==> config.mk <==
export PLATFORM = sky130hd
export DESIGN_NAME = integer_alu_with_compare
export DESIGN_NICKNAME = d
export VERILOG_FILES = /design/src/rtl/core/iac_pkg.sv /design/src/rtl/core/iac_mul.sv /design/src/rtl/core/iac_div.sv /design/src/rtl/core/integer_alu_with_compare.sv
export SDC_FILE = /design/constraint.sdc
export NUM_CORES = 2
export LEC_CHECK = 0
export ABC_AREA = 1
export CORE_MARGIN = 5
export CORE_UTILIZATION = 32
export DETAILED_ROUTE_END_ITERATION = 7
export DONT_BUFFER_PORTS = 1
export PLACE_DENSITY = 0.46
export SYNTH_ARGS = -nofsm -noshare
export SYNTH_HDL_FRONTEND = slang
export SYNTH_SLANG_ARGS = --single-unit
==> constraint.sdc <==
create_clock -name clk -period 9.85 [get_ports clk]
set_input_delay 1.97 -clock clk [delete_from_list [all_inputs] [get_ports clk]]
set_output_delay 1.97 -clock clk [all_outputs]
set_load 0.05 [all_outputs]
==> src/rtl/core/iac_pkg.sv <==
package iac_pkg;

  localparam int DW    = 32;
  localparam int CNT_W = $clog2(DW);

  // operation codes
  localparam logic [4:0] OP_ADD = 5'd0;
  localparam logic [4:0] OP_SUB = 5'd1;
  localparam logic [4:0] OP_MUL = 5'd2;
  localparam logic [4:0] OP_DIV = 5'd3;
  localparam logic [4:0] OP_POW = 5'd4;
  localparam logic [4:0] OP_REM = 5'd5;
  localparam logic [4:0] OP_AND = 5'd6;
  localparam logic [4:0] OP_OR  = 5'd7;
  localparam logic [4:0] OP_XOR = 5'd8;
  localparam logic [4:0] OP_SHR = 5'd9;
  localparam logic [4:0] OP_SHL = 5'd10;
  localparam logic [4:0] OP_LT  = 5'd11;
  localparam logic [4:0] OP_GT  = 5'd12;
  localparam logic [4:0] OP_GE  = 5'd13;
  localparam logic [4:0] OP_LE  = 5'd14;
  localparam logic [4:0] OP_EQ  = 5'd15;
  localparam logic [4:0] OP_NE  = 5'd16;
  localparam logic [4:0] OP_NZ  = 5'd17;

  // error codes
  localparam logic [2:0] ERR_OK    = 3'd0;
  localparam logic [2:0] ERR_OP    = 3'd1;
  localparam logic [2:0] ERR_DIV0  = 3'd2;
  localparam logic [2:0] ERR_ZPOW  = 3'd3;
  localparam logic [2:0] ERR_SHIFT = 3'd4;

  typedef struct packed {
    logic          done;
    logic [DW-1:0] quo;
    logic [DW-1:0] rem;
  } div_res_t;

endpackage

==> src/rtl/core/iac_mul.sv <==
module iac_mul (
  input  logic                    clk,
  input  logic                    en,
  input  logic [iac_pkg::DW-1:0]  a,
  input  logic [iac_pkg::DW-1:0]  b,
  output logic [iac_pkg::DW-1:0]  prod
);

  logic [iac_pkg::DW-1:0] prod_r;

  // low half of the product is the same for signed and unsigned operands
  always_ff @(posedge clk) begin
    if (en) begin
      prod_r <= a * b;
    end
  end

  assign prod = prod_r;

endmodule

==> src/rtl/core/iac_div.sv <==
module iac_div (
  input  logic                    clk,
  input  logic                    rst_n,
  input  logic                    start,
  input  logic [iac_pkg::DW-1:0]  dividend,
  input  logic [iac_pkg::DW-1:0]  divisor,
  output iac_pkg::div_res_t       res
);

  logic                       busy_r, busy_nxt;
  logic                       done_r, done_nxt;
  logic [iac_pkg::CNT_W-1:0]  cnt_r, cnt_nxt;
  logic [iac_pkg::DW-1:0]     quo_r, quo_nxt;
  logic [iac_pkg::DW-1:0]     rem_r, rem_nxt;
  logic [iac_pkg::DW-1:0]     dvs_r, dvs_nxt;
  logic [iac_pkg::DW:0]       rem_sh;
  logic [iac_pkg::DW:0]       diff;

  // restoring division, one quotient bit per cycle
  assign rem_sh = {rem_r, quo_r[iac_pkg::DW-1]};
  assign diff   = rem_sh - {1'b0, dvs_r};

  always_comb begin
    busy_nxt = busy_r;
    done_nxt = 1'b0;
    cnt_nxt  = cnt_r;
    quo_nxt  = quo_r;
    rem_nxt  = rem_r;
    dvs_nxt  = dvs_r;
    if (start) begin
      busy_nxt = 1'b1;
      cnt_nxt  = '0;
      quo_nxt  = dividend;
      rem_nxt  = '0;
      dvs_nxt  = divisor;
    end else if (busy_r) begin
      if (diff[iac_pkg::DW]) begin
        rem_nxt = rem_sh[iac_pkg::DW-1:0];
        quo_nxt = {quo_r[iac_pkg::DW-2:0], 1'b0};
      end else begin
        rem_nxt = diff[iac_pkg::DW-1:0];
        quo_nxt = {quo_r[iac_pkg::DW-2:0], 1'b1};
      end
      cnt_nxt = cnt_r + 1'b1;
      if (cnt_r == iac_pkg::CNT_W'(iac_pkg::DW - 1)) begin
        busy_nxt = 1'b0;
        done_nxt = 1'b1;
      end
    end
  end

  always_ff @(posedge clk) begin
    if (!rst_n) begin
      busy_r <= 1'b0;
      done_r <= 1'b0;
      cnt_r  <= '0;
    end else begin
      busy_r <= busy_nxt;
      done_r <= done_nxt;
      cnt_r  <= cnt_nxt;
    end
  end

  always_ff @(posedge clk) begin
    quo_r <= quo_nxt;
    rem_r <= rem_nxt;
    dvs_r <= dvs_nxt;
  end

  assign res.done = done_r;
  assign res.quo  = quo_r;
  assign res.rem  = rem_r;

endmodule

==> src/rtl/core/integer_alu_with_compare.sv <==
// Add, sub, logic, shifts, compares, pow with a negative exponent and all error cases
// are computed at accept; mul uses the shared multiplier; div and rem use the shared
// divider, one quotient bit per cycle; pow with a nonnegative exponent steps through
// the exponent bits up to the highest set bit on the one shared multiplier.
// One item at a time: in_tready is high only while the sequencer is idle.
// Reset: rst_n synchronous active low, clears sequencer and output valid.
module integer_alu_with_compare (
  input  logic        clk,
  input  logic        rst_n,
  input  logic        in_tvalid,
  output logic        in_tready,
  input  logic [71:0] in_tdata,   // mode[4:0], operand_a[36:5], operand_b[68:37], zero pad
  output logic        out_tvalid,
  input  logic        out_tready,
  output logic [39:0] out_tdata   // result[31:0], error_code[34:32], zero pad
);

  localparam int DW = iac_pkg::DW;

  localparam logic [2:0] S_IDLE  = 3'd0;
  localparam logic [2:0] S_MUL   = 3'd1;
  localparam logic [2:0] S_MULW  = 3'd2;
  localparam logic [2:0] S_PSTEP = 3'd3;
  localparam logic [2:0] S_PACCW = 3'd4;
  localparam logic [2:0] S_PSQW  = 3'd5;
  localparam logic [2:0] S_DIVW  = 3'd6;
  localparam logic [2:0] S_DONE  = 3'd7;

  logic [2:0]           state_r, state_nxt;
  logic [4:0]           mode_r, mode_nxt;
  logic [DW-1:0]        opa_r, opa_nxt;
  logic [DW-1:0]        opb_r, opb_nxt;
  logic                 na_r, na_nxt;
  logic                 nb_r, nb_nxt;
  logic [DW-1:0]        acc_r, acc_nxt;
  logic [DW-1:0]        base_r, base_nxt;
  logic [DW-2:0]        exp_r, exp_nxt;
  logic [DW-1:0]        res_r, res_nxt;
  logic [2:0]           err_r, err_nxt;
  logic                 out_valid_r, out_valid_nxt;
  logic [DW-1:0]        out_res_r, out_res_nxt;
  logic [2:0]           out_err_r, out_err_nxt;

  logic [4:0]           f_mode;
  logic signed [DW-1:0] f_a;
  logic signed [DW-1:0] f_b;
  logic                 accept;
  logic                 shift_bad;
  logic [DW-1:0]        mag_a;
  logic [DW-1:0]        mag_b;
  logic                 div_start;
  logic                 mul_en;
  logic [DW-1:0]        mul_a;
  logic [DW-1:0]        mul_b;
  logic [DW-1:0]        mul_p;
  iac_pkg::div_res_t    div_res;

  assign f_mode = in_tdata[4:0];
  assign f_a    = in_tdata[36:5];
  assign f_b    = in_tdata[68:37];

  assign in_tready = (state_r == S_IDLE);
  assign accept    = in_tvalid && in_tready;
  assign shift_bad = f_b[DW-1] || (|f_b[DW-1:iac_pkg::CNT_W]);
  assign mag_a     = f_a[DW-1] ? (~f_a + 1'b1) : f_a;
  assign mag_b     = f_b[DW-1] ? (~f_b + 1'b1) : f_b;

  iac_mul u_mul (
    .clk  (clk),
    .en   (mul_en),
    .a    (mul_a),
    .b    (mul_b),
    .prod (mul_p)
  );

  iac_div u_div (
    .clk      (clk),
    .rst_n    (rst_n),
    .start    (div_start),
    .dividend (mag_a),
    .divisor  (mag_b),
    .res      (div_res)
  );

  // multiplier operand select
  always_comb begin
    mul_en = 1'b0;
    mul_a  = opa_r;
    mul_b  = opb_r;
    unique case (state_r)
      S_MUL: begin
        mul_en = 1'b1;
      end
      S_PSTEP: begin
        mul_en = 1'b1;
        if (exp_r[0]) begin
          mul_a = acc_r;
          mul_b = base_r;
        end else begin
          mul_a = base_r;
          mul_b = base_r;
        end
      end
      S_PACCW: begin
        mul_en = 1'b1;
        mul_a  = base_r;
        mul_b  = base_r;
      end
      default: begin
        mul_en = 1'b0;
      end
    endcase
  end

  always_comb begin
    state_nxt     = state_r;
    mode_nxt      = mode_r;
    opa_nxt       = opa_r;
    opb_nxt       = opb_r;
    na_nxt        = na_r;
    nb_nxt        = nb_r;
    acc_nxt       = acc_r;
    base_nxt      = base_r;
    exp_nxt       = exp_r;
    res_nxt       = res_r;
    err_nxt       = err_r;
    out_res_nxt   = out_res_r;
    out_err_nxt   = out_err_r;
    out_valid_nxt = out_valid_r && !out_tready;
    div_start     = 1'b0;

    unique case (state_r)
      S_IDLE: begin
        if (accept) begin
          mode_nxt  = f_mode;
          opa_nxt   = f_a;
          opb_nxt   = f_b;
          na_nxt    = f_a[DW-1];
          nb_nxt    = f_b[DW-1];
          res_nxt   = '0;
          err_nxt   = iac_pkg::ERR_OK;
          state_nxt = S_DONE;
          unique case (f_mode) inside
            iac_pkg::OP_ADD: res_nxt = f_a + f_b;
            iac_pkg::OP_SUB: res_nxt = f_a - f_b;
            iac_pkg::OP_MUL: state_nxt = S_MUL;
            iac_pkg::OP_DIV, iac_pkg::OP_REM: begin
              if (f_b == '0) begin
                err_nxt = iac_pkg::ERR_DIV0;
              end else begin
                div_start = 1'b1;
                state_nxt = S_DIVW;
              end
            end
            iac_pkg::OP_POW: begin
              if (f_b[DW-1]) begin
                // negative exponent: only bases 0, 1 and -1 are special
                if (f_a == '0) begin
                  err_nxt = iac_pkg::ERR_ZPOW;
                end else if (f_a == DW'(1)) begin
                  res_nxt = DW'(1);
                end else if (&f_a) begin
                  res_nxt = f_b[0] ? '1 : DW'(1);
                end
              end else begin
                acc_nxt   = DW'(1);
                base_nxt  = f_a;
                exp_nxt   = f_b[DW-2:0];
                state_nxt = S_PSTEP;
              end
            end
            iac_pkg::OP_AND: res_nxt = f_a & f_b;
            iac_pkg::OP_OR:  res_nxt = f_a | f_b;
            iac_pkg::OP_XOR: res_nxt = f_a ^ f_b;
            iac_pkg::OP_SHR: begin
              if (shift_bad) err_nxt = iac_pkg::ERR_SHIFT;
              else           res_nxt = f_a >>> f_b[iac_pkg::CNT_W-1:0];
            end
            iac_pkg::OP_SHL: begin
              if (shift_bad) err_nxt = iac_pkg::ERR_SHIFT;
              else           res_nxt = f_a << f_b[iac_pkg::CNT_W-1:0];
            end
            iac_pkg::OP_LT: res_nxt = DW'(f_a < f_b);
            iac_pkg::OP_GT: res_nxt = DW'(f_b < f_a);
            iac_pkg::OP_GE: res_nxt = DW'(!(f_a < f_b));
            iac_pkg::OP_LE: res_nxt = DW'(!(f_b < f_a));
            iac_pkg::OP_EQ: res_nxt = DW'(f_a == f_b);
            iac_pkg::OP_NE: res_nxt = DW'(f_a != f_b);
            iac_pkg::OP_NZ: res_nxt = DW'(f_a != '0);
            default:        err_nxt = iac_pkg::ERR_OP;
          endcase
        end
      end
      S_MUL: begin
        state_nxt = S_MULW;
      end
      S_MULW: begin
        res_nxt   = mul_p;
        state_nxt = S_DONE;
      end
      S_PSTEP: begin
        if (exp_r == '0) begin
          res_nxt   = acc_r;
          state_nxt = S_DONE;
        end else if (exp_r[0]) begin
          state_nxt = S_PACCW;
        end else begin
          state_nxt = S_PSQW;
        end
      end
      S_PACCW: begin
        acc_nxt   = mul_p;
        state_nxt = S_PSQW;
      end
      S_PSQW: begin
        base_nxt  = mul_p;
        exp_nxt   = exp_r >> 1;
        state_nxt = S_PSTEP;
      end
      S_DIVW: begin
        if (div_res.done) begin
          if (mode_r == iac_pkg::OP_REM) begin
            res_nxt = na_r ? (~div_res.rem + 1'b1) : div_res.rem;
          end else begin
            res_nxt = (na_r ^ nb_r) ? (~div_res.quo + 1'b1) : div_res.quo;
          end
          state_nxt = S_DONE;
        end
      end
      S_DONE: begin
        if (!out_valid_r || out_tready) begin
          out_valid_nxt = 1'b1;
          out_res_nxt   = res_r;
          out_err_nxt   = err_r;
          state_nxt     = S_IDLE;
        end
      end
      default: begin
        state_nxt = S_IDLE;
      end
    endcase
  end

  always_ff @(posedge clk) begin
    if (!rst_n) begin
      state_r     <= S_IDLE;
      out_valid_r <= 1'b0;
    end else begin
      state_r     <= state_nxt;
      out_valid_r <= out_valid_nxt;
    end
  end

  always_ff @(posedge clk) begin
    mode_r    <= mode_nxt;
    opa_r     <= opa_nxt;
    opb_r     <= opb_nxt;
    na_r      <= na_nxt;
    nb_r      <= nb_nxt;
    acc_r     <= acc_nxt;
    base_r    <= base_nxt;
    exp_r     <= exp_nxt;
    res_r     <= res_nxt;
    err_r     <= err_nxt;
    out_res_r <= out_res_nxt;
    out_err_r <= out_err_nxt;
  end

  assign out_tvalid = out_valid_r;
  assign out_tdata  = {5'b0, out_err_r, out_res_r};

  a_err_range: assert property (@(posedge clk) disable iff (!rst_n)
    out_tvalid |-> (out_err_r == iac_pkg::ERR_OK || out_err_r == iac_pkg::ERR_OP ||
                    out_err_r == iac_pkg::ERR_DIV0 || out_err_r == iac_pkg::ERR_ZPOW ||
                    out_err_r == iac_pkg::ERR_SHIFT))
    else $error("bad error code on result beat");

  a_err_zero: assert property (@(posedge clk) disable iff (!rst_n)
    (out_tvalid && out_err_r != iac_pkg::ERR_OK) |-> (out_res_r == '0))
    else $error("nonzero result with error");

  a_one_item: assert property (@(posedge clk) disable iff (!rst_n)
    (in_tvalid && in_tready) |=> !in_tready)
    else $error("accepted beat while busy");

  a_div_done: assert property (@(posedge clk) disable iff (!rst_n)
    div_res.done |-> (state_r == S_DIVW))
    else $error("divider finished outside divide wait");

endmodule

==> impl_results.md <==
- CTS buffer count: 44
- Status: complete, no violations
- Synth warn: 0
- Fmax: 0.109 GHz
- DP Wirelength: 163,000 um
- Post-synthesis sequential area ratio: 24.4%
- Synthesized instance count: 5,864
- Dominant synthesized flop cell: edfxtp_1
- Post-CTS Setup Bufs: 0
- Clock Tree Buf Depth: 3
- Crit end category: flip-flop
- WL/cell: 27.1 um
- Vias in the first global route: 39,900
- Final Cycle Share: 93.1%
- Final Hold Vio Count: 0
- IO Pins: 118
- Synthesized area: 0.0441 mm2
- WL met1: 91,400 um
- Most frequent cells in the layout: 1,227 x nand2_1, 925 x inv_1, 685 x nor2_1, 475 x o21ai_0, 411 x fa_1
- Met2 WL: 84,700 um
- Post-layout min period: 9170 ps
- Drt first pass iters: 6
- Met3 wire length: 22,700 um
- Layout Nets: 6,529
- Die footprint: 0.145 mm2
- DR top layer: met5
- Largest net degree at the start of global routing: 91
- CP required: 10,200 ps
- CTS root buffer: clkbuf_16
- CTS tree: done
- Async SR Flop Fraction: 0%
- Worst Setup Start Kind: flip-flop
- GRT overflow: 0
- Tot GR Track Use: 27.6%
- Crit path launch: state_r[2]
- # setup viols final: 0
- Vias: 41,500
- Hold Path Origin: res_r[22]
- RSZ-0062 raised after global routing: no
- DRT iter0 DRCs: 4,985
- First-pass GRT wire length: 292,000 um
- CTS sink cnt: 373
- Most common cell after layout, fill and taps aside: nand2_1
- Max Slew Vio Count: 0
- Syn Area/Cell: 7.53 um2
- Final ANT Viol Nets: 0
- Worst min-delay path class: reg2reg
- Share of cells above drive strength 1: 4.73%
- Fin Clk Skew: 22.4 ps
- Most used cell, CP: fa_1
- DR vias/cell: 5.44
- Worst slew pin tran: 1210 ps
- Total negative slack: 0 ps
- # Max-Cap Violations: 0
- Routed wire length: 206,000 um
- Clock transition at the registers of the reported paths: 60 ps
- Starting Density: 32.1%
- H-tree levels: 2
- CP arrival: 9520 ps
- Critical path class: reg2reg
- Cts repair resizes: 0
- Initial antenna violation count: 23
- DRC Markers: 0
- Input/output buffers: 0
- CTS Hold Bufs: 0
- Slew HR: 18.8%
- Critical R2R Launch: state_r[2]
- Post-synth EDFFs: 330
- Filler cell count: 14,700
- Worst skew pair latency: 610 ps
- Slowest cell on crit path: o311ai_0
- Num rows: 136
- Core Footprint: 0.137 mm2
- Flops & latches, synth: 373
- Die X: 381 um
- GPL Wtd Cong: 0.969
- Die Span Y: 381 um
- CP peak stage delay: 790 ps
- CP Max Fanout: 39
- Area grow syn2layout: 8.25%
- Number of distinct library cells after synthesis: 67
==> cell families (layout without fill, tap and decap cells) <==
kind of cell | count (synthesis) | after routing | share of synthesized area (%)
other | 1 | 14 | 0.00850
flip-flops | 373 | 373 | 24.4
multiplexers | 8 | 8 | 0.181
adder cells (fa/ha/maj) | 671 | 671 | 26.0
AO/OA/AOI/OAI | 1082 | 1082 | 14.0
XOR/XNOR | 122 | 122 | 2.46
buffers and inverters | 1198 | 1145 | 10.5
AND/OR/NAND/NOR | 2409 | 2409 | 22.5
==> final timing paths <==
check | to | slack (ps) | depth (start not counted)
hold / removal | out_res_r[22] | 420 | 0
setup reg to reg | u_mul.prod[30] | 680 | 25
hold reg to reg | out_res_r[22] | 420 | 0
setup / recovery | u_mul.prod[30] | 680 | 25
==> layout make-up <==
cell class                      instances  area (um2)  share of cell area [%]
Clock inverter                         30         338                   0.707
Antenna cell                            9        22.5                  0.0471
Multi-Input combinational cell       4297       28800                    60.3
Sequential cell                       373       10800                    22.5
Tap cell                             1794        2240                    4.70
Timing Repair Buffer                  112         866                    1.81
Clock buffer                           49        1120                    2.34
Inverter                              954        3580                    7.50
==> critical path, delay by kind of cell, from the launching register on <==
kind                     cells  cell delay (ps)
adder cells (fa/ha/maj)      9             4400
flip-flops                   1              600
AO/OA/AOI/OAI                2              920
buffers and inverters        4             1050
XOR/XNOR                     1              110
AND/OR/NAND/NOR              9             1810
==> flip-flops by register name, indices dropped and copies added, names as in the netlist <==
signal	count
out_err_r	3
u_div.dvs_r	32
u_mul.prod	32
opb_r	32
exp_r	31
opa_r	32
base_r	32
err_r	3
u_div.cnt_r	5
u_div.quo_r	32
state_r	3
out_tvalid	1
u_div.done_r	1
mode_r	5
u_div.rem_r	32
u_div.busy_r	1
res_r	32
out_res_r	32
acc_r	32
==> synthesized netlist by cell type, types with 13 or more instances <==
library cell	instances	area (um2)
xnor2_1	27	236
o22ai_1	27	169
fa_1	411	8230
a22oi_1	27	203
buf_2	21	105
nor3_1	63	315
edfxtp_1	330	9910
clkinv_1	17	63.8
nand3_1	268	1340
nand4_1	50	313
ha_1	260	3250
nor2_1	689	2590
nand2_2	13	81.3
nand2_1	1228	4610
or2_2	32	200
o2111ai_1	19	166
a21oi_1	322	1610
dfxtp_1	43	861
inv_1	925	3470
o211ai_1	46	345
a31oi_1	26	163
a21o_1	15	113
o21bai_1	15	113
nor4_1	33	206
xor2_1	94	823
o221ai_1	15	131
clkbuf_1	186	698
buf_1	17	63.8
o21ai_0	476	2380
==> layer usage <==
| layer | vias up | global-route usage [%] |
|---|---|---|
| li1 | 18800 | - |
| met1 | 20300 | 39.6 |
| met2 | 2012 | 40.3 |
| met3 | 291 | 7.74 |
| met4 | 4 | 8.51 |
| met5 | - | 0 |
==> per-stage QoR <==
step | worst slack, ps | instances | hold WS [ps] | instance area (um2) | utilization (%)
finish | 681 | 7618 | 418 | 47800 | 34.8
detailed placement | 857 | 7530 | 406 | 46300 | 33.7
CTS | 839 | 7609 | 420 | 47700 | 34.8
global placement | 884 | 7530 | 404 | 46300 | 33.7
floorplan | 2170 | 5868 | 400 | 44100 | -
global route | 267 | 7612 | 423 | 47800 | 34.8
Power is left out: the tool's default activity adds up to more than one toggle a clock period on the data nets, which glitch-free logic cannot reach.
